[config.mk]
export PLATFORM = sky130hd
export DESIGN_NAME = blob_header_seal_and_check
export DESIGN_NICKNAME = d
export VERILOG_FILES = /design/src/rtl/core/bhsc_pkg.sv /design/src/rtl/core/bhsc_regs.sv /design/src/rtl/core/bhsc_front.sv /design/src/rtl/core/bhsc_queue.sv /design/src/rtl/core/bhsc_back.sv /design/src/rtl/core/blob_header_seal_and_check.sv
export SDC_FILE = /design/constraint.sdc
export NUM_CORES = 2
export LEC_CHECK = 0
export BUFFER_PORTS_ARGS = -buffer_cell sky130_fd_sc_hd__buf_4
export CAP_MARGIN = 5
export CORE_MARGIN = 1.5
export CORE_UTILIZATION = 40
export DETAILED_ROUTE_END_ITERATION = 10
export SLEW_MARGIN = 40
export SYNTH_ARGS = -nofsm -noshare
export SYNTH_HDL_FRONTEND = slang
export SYNTH_SLANG_ARGS = --single-unit
[constraint.sdc]
create_clock -name clk -period 15.26 [get_ports clk]
set_clock_uncertainty 0.2 [all_clocks]
set_input_delay 1.526 -clock clk [delete_from_list [all_inputs] [get_ports clk]]
set_output_delay 1.526 -clock clk [all_outputs]
set_load 0.03 [all_outputs]
[src/rtl/core/bhsc_pkg.sv]
// ----------------------------------------------------------------------------
// Blob header seal and check: package
// Beat types, register map, header layout and CRC32C column constants.
// ----------------------------------------------------------------------------
package bhsc_pkg;

  localparam int HdrLength   = 48;
  localparam int HdrCrcSpan  = 44;
  localparam int HdrBits     = HdrCrcSpan * 8;
  localparam int CrcW        = 32;
  localparam int CrcLanes    = 4;
  localparam int LaneBits    = HdrBits / CrcLanes;
  localparam int PaddrW      = 5;

  localparam logic [CrcW-1:0] CrcPoly = 32'h82F63B78;
  localparam logic [CrcW-1:0] CrcOnes = 32'hFFFFFFFF;

  localparam logic [2:0] RegMagicWord     = 3'd0;
  localparam logic [2:0] RegFormatVersion = 3'd1;
  localparam logic [2:0] RegCodecNone     = 3'd2;
  localparam logic [2:0] RegCodecZstd     = 3'd3;
  localparam logic [2:0] RegZstdFlagMask  = 3'd4;

  typedef struct packed {
    logic        mode;
    logic [63:0] blob_id;
    logic [63:0] plain_len;
    logic [63:0] packed_len;
    logic [31:0] codec;
    logic [31:0] content_crc;
    logic [31:0] hdr_magic;
    logic [15:0] hdr_version;
    logic [15:0] hdr_length;
    logic [31:0] hdr_flags;
    logic [31:0] hdr_crc;
  } in_t;

  typedef struct packed {
    logic [31:0] header_crc;
    logic [31:0] flags_out;
    logic        header_ok;
  } out_t;

  typedef struct packed {
    logic [31:0] magic_word;
    logic [15:0] format_version;
    logic [31:0] codec_none_code;
    logic [31:0] codec_zstd_code;
    logic [31:0] zstd_flag_mask;
  } cfg_t;

  typedef struct packed {
    logic               verify;
    logic               pre_ok;
    logic [CrcW-1:0]    hdr_crc;
    logic [31:0]        flags;
    logic [HdrBits-1:0] body;
  } job_t;

  typedef struct packed {
    logic empty;
    logic full;
  } q_stat_t;

  typedef logic [HdrBits-1:0][CrcW-1:0] crc_col_t;

  function automatic logic [CrcW-1:0] crc_adv1(input logic [CrcW-1:0] c);
    return {1'b0, c[CrcW-1:1]} ^ (c[0] ? CrcPoly : '0);
  endfunction

  // Contribution of each header bit to the final CRC
  function automatic crc_col_t crc_cols();
    crc_col_t        cols;
    logic [CrcW-1:0] col;
    col = CrcPoly;
    for (int n = HdrBits - 1; n >= 0; n--) begin
      cols[n] = col;
      col     = crc_adv1(col);
    end
    return cols;
  endfunction

  // CRC of an all-zero header, initial value and final XOR included
  function automatic logic [CrcW-1:0] crc_fixed();
    logic [CrcW-1:0] c;
    c = CrcOnes;
    for (int n = 0; n < HdrBits; n++) begin
      c = crc_adv1(c);
    end
    return c ^ CrcOnes;
  endfunction

  localparam crc_col_t        CrcCol   = crc_cols();
  localparam logic [CrcW-1:0] CrcFixed = crc_fixed();

endpackage

[src/rtl/core/bhsc_regs.sv]
// ----------------------------------------------------------------------------
// Blob header seal and check: configuration registers
// APB-style write and read access to the five header constants.
// ----------------------------------------------------------------------------
module bhsc_regs (
  input  logic                          clk,
  input  logic                          rst_n,
  input  logic                          psel,
  input  logic                          penable,
  input  logic                          pwrite,
  input  logic [bhsc_pkg::PaddrW-1:0]   paddr,
  input  logic [31:0]                   pwdata,
  output logic [31:0]                   prdata,
  output logic                          pready,
  output bhsc_pkg::cfg_t                cfg
);
  import bhsc_pkg::*;

  cfg_t       cfg_r;
  cfg_t       cfg_nxt;
  logic [2:0] idx;
  logic       wr_en;

  assign idx    = paddr[PaddrW-1:2];
  assign wr_en  = psel & penable & pwrite;
  assign pready = 1'b1;
  assign cfg    = cfg_r;

  always_comb begin
    cfg_nxt = cfg_r;
    if (wr_en) begin
      unique case (idx)
        RegMagicWord:     cfg_nxt.magic_word      = pwdata;
        RegFormatVersion: cfg_nxt.format_version  = pwdata[15:0];
        RegCodecNone:     cfg_nxt.codec_none_code = pwdata;
        RegCodecZstd:     cfg_nxt.codec_zstd_code = pwdata;
        RegZstdFlagMask:  cfg_nxt.zstd_flag_mask  = pwdata;
        default:          cfg_nxt = cfg_r;
      endcase
    end
  end

  always_comb begin
    unique case (idx)
      RegMagicWord:     prdata = cfg_r.magic_word;
      RegFormatVersion: prdata = {16'b0, cfg_r.format_version};
      RegCodecNone:     prdata = cfg_r.codec_none_code;
      RegCodecZstd:     prdata = cfg_r.codec_zstd_code;
      RegZstdFlagMask:  prdata = cfg_r.zstd_flag_mask;
      default:          prdata = '0;
    endcase
  end

  always_ff @(posedge clk) begin
    if (!rst_n) begin
      cfg_r.magic_word      <= '0;
      cfg_r.format_version  <= '0;
      cfg_r.codec_none_code <= '0;
      cfg_r.codec_zstd_code <= 32'd1;
      cfg_r.zstd_flag_mask  <= 32'd1;
    end else begin
      cfg_r <= cfg_nxt;
    end
  end

endmodule

[src/rtl/core/bhsc_front.sv]
// ----------------------------------------------------------------------------
// Blob header seal and check: front end
// Accept a beat, select the header fields by mode and run the field checks.
// ----------------------------------------------------------------------------
module bhsc_front (
  input  logic              start,
  input  bhsc_pkg::in_t     in_data,
  input  bhsc_pkg::cfg_t    cfg,
  input  bhsc_pkg::q_stat_t q_stat,
  output logic              busy,
  output logic              push,
  output bhsc_pkg::job_t    job
);
  import bhsc_pkg::*;

  logic        verify;
  logic        is_zstd;
  logic        is_none;
  logic [31:0] magic;
  logic [15:0] version;
  logic [15:0] length;
  logic [31:0] flags;
  logic        fields_ok;

  assign busy = q_stat.full;
  assign push = start & ~q_stat.full;

  assign verify  = in_data.mode;
  assign is_zstd = (in_data.codec == cfg.codec_zstd_code);
  assign is_none = (in_data.codec == cfg.codec_none_code);

  assign magic   = verify ? in_data.hdr_magic   : cfg.magic_word;
  assign version = verify ? in_data.hdr_version : cfg.format_version;
  assign length  = verify ? in_data.hdr_length  : 16'(HdrLength);
  assign flags   = verify ? in_data.hdr_flags   : (is_zstd ? cfg.zstd_flag_mask : '0);

  assign fields_ok = (in_data.hdr_magic == cfg.magic_word)
                   & (in_data.hdr_version == cfg.format_version)
                   & (in_data.hdr_length == 16'(HdrLength))
                   & (is_none | is_zstd);

  assign job.verify  = verify;
  assign job.pre_ok  = ~verify | fields_ok;
  assign job.hdr_crc = in_data.hdr_crc;
  assign job.flags   = flags;
  assign job.body    = {in_data.content_crc, in_data.packed_len, in_data.plain_len,
                        in_data.blob_id, in_data.codec, flags, length, version, magic};

endmodule

[src/rtl/core/bhsc_queue.sv]
// ----------------------------------------------------------------------------
// Blob header seal and check: job queue
// Two-entry queue between the front end and the CRC back end.
// ----------------------------------------------------------------------------
module bhsc_queue (
  input  logic              clk,
  input  logic              rst_n,
  input  logic              push,
  input  bhsc_pkg::job_t    wr_job,
  input  logic              pop,
  output bhsc_pkg::job_t    rd_job,
  output bhsc_pkg::q_stat_t q_stat
);
  import bhsc_pkg::*;

  job_t       mem_r [2];
  logic       wr_ptr_r, wr_ptr_nxt;
  logic       rd_ptr_r, rd_ptr_nxt;
  logic [1:0] cnt_r, cnt_nxt;
  logic       do_pop;

  assign q_stat.empty = (cnt_r == 2'd0);
  assign q_stat.full  = (cnt_r == 2'd2);
  assign do_pop       = pop & ~q_stat.empty;
  assign rd_job       = mem_r[rd_ptr_r];

  always_comb begin
    wr_ptr_nxt = wr_ptr_r ^ push;
    rd_ptr_nxt = rd_ptr_r ^ do_pop;
    cnt_nxt    = cnt_r + {1'b0, push} - {1'b0, do_pop};
  end

  always_ff @(posedge clk) begin
    if (!rst_n) begin
      wr_ptr_r <= 1'b0;
      rd_ptr_r <= 1'b0;
      cnt_r    <= '0;
    end else begin
      wr_ptr_r <= wr_ptr_nxt;
      rd_ptr_r <= rd_ptr_nxt;
      cnt_r    <= cnt_nxt;
    end
  end

  always_ff @(posedge clk) begin
    if (push) begin
      mem_r[wr_ptr_r] <= wr_job;
    end
  end

endmodule

[src/rtl/core/bhsc_back.sv]
// ----------------------------------------------------------------------------
// Blob header seal and check: CRC back end
// Registered XOR tree over the header bits, CRC compare and result beat.
// ----------------------------------------------------------------------------
module bhsc_back (
  input  logic              clk,
  input  logic              rst_n,
  input  bhsc_pkg::q_stat_t q_stat,
  input  bhsc_pkg::job_t    job,
  output logic              pop,
  output logic              out_valid,
  output bhsc_pkg::out_t    out_data
);
  import bhsc_pkg::*;

  logic [CrcLanes-1:0][CrcW-1:0] part_nxt;
  logic [CrcLanes-1:0][CrcW-1:0] part_r;
  logic                          s1_valid_r;
  logic                          s1_verify_r;
  logic                          s1_pre_ok_r;
  logic [CrcW-1:0]               s1_hdr_crc_r;
  logic [31:0]                   s1_flags_r;
  logic [CrcW-1:0]               crc;
  logic                          out_valid_r;
  out_t                          out_data_r;
  out_t                          out_data_nxt;

  assign pop = ~q_stat.empty;

  always_comb begin
    for (int l = 0; l < CrcLanes; l++) begin
      part_nxt[l] = '0;
      for (int k = 0; k < LaneBits; k++) begin
        part_nxt[l] = part_nxt[l] ^ (job.body[l*LaneBits + k] ? CrcCol[l*LaneBits + k] : '0);
      end
    end
  end

  always_comb begin
    crc = CrcFixed;
    for (int l = 0; l < CrcLanes; l++) begin
      crc = crc ^ part_r[l];
    end
    out_data_nxt.header_crc = crc;
    out_data_nxt.flags_out  = s1_flags_r;
    out_data_nxt.header_ok  = s1_pre_ok_r & (~s1_verify_r | (crc == s1_hdr_crc_r));
  end

  always_ff @(posedge clk) begin
    if (!rst_n) begin
      s1_valid_r  <= 1'b0;
      out_valid_r <= 1'b0;
    end else begin
      s1_valid_r  <= pop;
      out_valid_r <= s1_valid_r;
    end
  end

  always_ff @(posedge clk) begin
    part_r       <= part_nxt;
    s1_verify_r  <= job.verify;
    s1_pre_ok_r  <= job.pre_ok;
    s1_hdr_crc_r <= job.hdr_crc;
    s1_flags_r   <= job.flags;
    out_data_r   <= out_data_nxt;
  end

  assign out_valid = out_valid_r;
  assign out_data  = out_data_r;

endmodule

[src/rtl/core/blob_header_seal_and_check.sv]
// Pipeline: queue slot, registered XOR lanes and registered result; out_valid is
// registered alongside the result.
// Throughput: one header per cycle; the back end drains a queue beat every cycle, busy stays low.
// Reset: synchronous, active low; clears the queue, pipeline valids and registers
// (codec_zstd_code and zstd_flag_mask reset to 1, the others to 0).
// ----------------------------------------------------------------------------
// Blob header seal and check: top level
// Builds or verifies a CRC32C-sealed 48-byte blob header.
// ----------------------------------------------------------------------------
module blob_header_seal_and_check (
  input  logic                          clk,
  input  logic                          rst_n,
  input  logic                          start,
  output logic                          busy,
  input  bhsc_pkg::in_t                 in_data,
  output logic                          out_valid,
  output bhsc_pkg::out_t                out_data,
  input  logic                          psel,
  input  logic                          penable,
  input  logic                          pwrite,
  input  logic [bhsc_pkg::PaddrW-1:0]   paddr,
  input  logic [31:0]                   pwdata,
  output logic [31:0]                   prdata,
  output logic                          pready
);
  import bhsc_pkg::*;

  cfg_t    cfg;
  q_stat_t q_stat;
  job_t    wr_job;
  job_t    rd_job;
  logic    push;
  logic    pop;

  bhsc_regs u_regs (
    .clk     (clk),
    .rst_n   (rst_n),
    .psel    (psel),
    .penable (penable),
    .pwrite  (pwrite),
    .paddr   (paddr),
    .pwdata  (pwdata),
    .prdata  (prdata),
    .pready  (pready),
    .cfg     (cfg)
  );

  bhsc_front u_front (
    .start   (start),
    .in_data (in_data),
    .cfg     (cfg),
    .q_stat  (q_stat),
    .busy    (busy),
    .push    (push),
    .job     (wr_job)
  );

  bhsc_queue u_queue (
    .clk    (clk),
    .rst_n  (rst_n),
    .push   (push),
    .wr_job (wr_job),
    .pop    (pop),
    .rd_job (rd_job),
    .q_stat (q_stat)
  );

  bhsc_back u_back (
    .clk       (clk),
    .rst_n     (rst_n),
    .q_stat    (q_stat),
    .job       (rd_job),
    .pop       (pop),
    .out_valid (out_valid),
    .out_data  (out_data)
  );

endmodule

==> metrics.yaml <==
status: "complete, no violations"
cp_max_fo: 81
period_needed_ps: 6210
syn_to_final_growth_pct: 14.1
critPathRequiredTime_ps: 15760
synth_area_um2: 79400
grt_overflow: 0
numCtsBuffers: 133
vias: 51466
tns_ps: 0
wl_um: 328000
p_int_mw: 9.93
hold_viol_final: 0
rows: 163
via_per_inst: 5.19
p_leak_nw: 33.9
cts-root-buf: "clkbuf_16"
first_pass_iters: 5
crit_path_end_kind: "flip-flop"
yosys_warnings: 0
dp_hpwl_um: 268000
drc: 0
holdCritPathClass: "reg -> reg"
p_clk_share_pct: 19.2
ys_types: 43
maxCapViolations: 0
postCtsSetupRepairBufs: 0
yosysSeqAreaShare_pct: 39.5
fmax_mhz: 161
clkTransAtPathRegs_ps: 60
synth_edf_count: 772
synthTopCellsByCount: "xnor2_1 (2,183), xor2_1 (1,225), edfxtp_1 (772), mux2i_1 (670), dfxtp_1 (410)"
critical_path_class: "reg -> reg"
drv_slew: 0
cts_sinks: 1182
ant_nets: 0
coreArea_um2: 197000
yosysMostFrequentCell: "xnor2_1"
rsz0062_at_grt: "no"
ys_ff_latch: 1182
clockBufferDepth: 3
ys.flop_type: "edfxtp_1"
combPwrFrac_pct: 55.6
tightest_slew_ps: 949
fillers: 18256
fin_crit_sh_pct: 40.7
initial_core_util_pct: 40.3
gp_congestion: 1.00
syn_avg_cell_area_um2: 11.7
die_h_um: 449
swShare_pct: 42.0
final_nets: 7596
syn_nets: 7219
yosys.area.top_type: "edfxtp_1"
port_buffers: 524
setup_violations: 0
io_pins: 528
powerDensity_nw_per_um2: 189
synth_cells: 6789
start_kind: "flip-flop"
grt_pass1_wl_um: 440000
slew_headroom_pct: 34.9
cts_resized: 0
die_w_um: 449
finalPower_mw: 17.1
drtIter0Drc: 4454
irDropWorstVdd_mv: 0.160
drive_above_1_share_pct: 15.7
dieArea_um2: 201000
synth.top_cell.area_share_pct: 29.2
antenna_found_initial: 16
grtUsageTotal_pct: 31.8
ctsHoldBuffers: 0
synthTopCellsByArea: "edfxtp_1 (29%), xnor2_1 (24%), xor2_1 (14%)"
wl_per_cell_um: 33.0
arrival_ps: 6720
htree_num_levels: 4
cts_tree: "built"
power.switching_mw: 7.19
grt_max_degree: 183
grt_pass1_vias: 51765
insertion_delay_ps: 810
async_reset_ff_share_pct: 0
sequentialPowerShare_pct: 25.2
[layer usage]
metal	global-route usage, %	part of all wire, %
met4	13.7	4.7
met2	52.7	47
met5	0	0.016
met3	4.44	5.5
met1	41.3	42
[metrics by stage]
stage	setup slack, ps	instances	hold slack (ps)	util (%)	instance area [µm²]
after global routing	8850	9923	121	45.9	90600
after global placement	9100	9667	111	43.3	85400
after CTS	9000	9912	119	45.8	90400
after floorplan	3740	6789	110	-	79400
after detailed placement	9010	9667	113	43.6	85900
final	9050	9923	109	45.9	90600
[flip-flops by register name, indices dropped and copies added (netlist names), named ones only]
signal,flops
u_queue.mem_r,772
u_regs.cfg,144
u_back.part_r,128
u_back.out_data,65
u_back.s1_flags_r,32
u_back.s1_hdr_crc_r,32
u_queue.cnt_r,2
u_back.out_valid,1
u_back.s1_pre_ok_r,1
u_back.s1_valid_r,1
u_back.s1_verify_r,1
u_queue.rd_ptr_r,1
u_queue.wr_ptr_r,1
[final cells by class]
| cell class | instances | area, µm² | share of cell area (%) |
|---|---|---|---|
| Timing Repair Buffer | 618 | 4780 | 5.28 |
| Sequential cell | 1182 | 31400 | 34.7 |
| Clock inverter | 62 | 596 | 0.658 |
| Antenna cell | 7 | 17.5 | 0.0193 |
| Inverter | 30 | 139 | 0.153 |
| Tap cell | 2640 | 3300 | 3.65 |
| Multi-Input combinational cell | 5201 | 46400 | 51.3 |
| Clock buffer | 183 | 3890 | 4.30 |
[power groups by stage]
| stage | Combinational (mW) | Clock (mW) | Sequential (mW) |
|---|---|---|---|
| CTS | 9.60 | 3.36 | 4.31 |
| global route | 9.90 | 3.47 | 4.34 |
| finish | 9.52 | 3.29 | 4.31 |
| floorplan | 6.18 | 0 | 4.35 |
| global placement | 9.53 | 0 | 4.37 |
| detailed placement | 9.57 | 0 | 4.38 |
[placed cells by master (no fill, tap or decap), types with 6 or more instances in the layout]
master,count
clkinv_2,18
diode_2,7
a21boi_0,143
clkbuf_8,10
buf_6,6
o21ai_0,58
xnor3_1,91
a221o_1,32
inv_1,29
clkinvlp_4,6
edfxtp_1,772
bufinv_16,7
xor2_1,1223
xnor2_1,2175
nand2_1,351
dfxtp_1,409
buf_4,604
clkinv_8,6
and2_1,15
a22o_1,16
clkbuf_16,145
nor4_1,20
mux2_2,95
nand2b_1,34
mux2i_4,30
clkinv_1,15
nand4_1,29
xnor2_2,22
mux2i_2,149
a21oi_1,42
nor2_1,45
mux2i_1,585
clkbuf_1,21
[critical path, stage by stage, from the launching register on]
cell and delay [ps]:
dfxtp_4 700, buf_4 690, buf_12 530, buf_4 750, buf_4 640, mux2i_1 750
xnor2_1 350, xnor2_1 230, xnor2_1 340, xnor3_1 410, xnor2_1 260
[kinds of logic (layout without fill, tap and decap cells)]
family	count (synthesis)	after routing	synth area share, %
compound gates	299	299	2.62
buf+inv	406	893	2.73
other cells	1	8	0.00472
xor+xnor	3518	3518	40.6
flops	1182	1182	39.5
simple gates	522	522	2.84
fa+ha+maj	2	2	0.0315
mux	859	859	11.6
[path summary, 6_finish.rpt]
check                                            from             endpoint  slack, ps  cells past startpoint
worst min-delay path            u_back.s1_flags_r[18]  u_back.out_data[19]        110                      0
worst min register to register  u_back.s1_flags_r[18]  u_back.out_data[19]        110                      0
worst max-delay path                        flip-flop    u_back.part_r[77]       9050                     10
worst max register to register              flip-flop    u_back.part_r[77]       9050                     10
(Power assumes the default switching activity.)
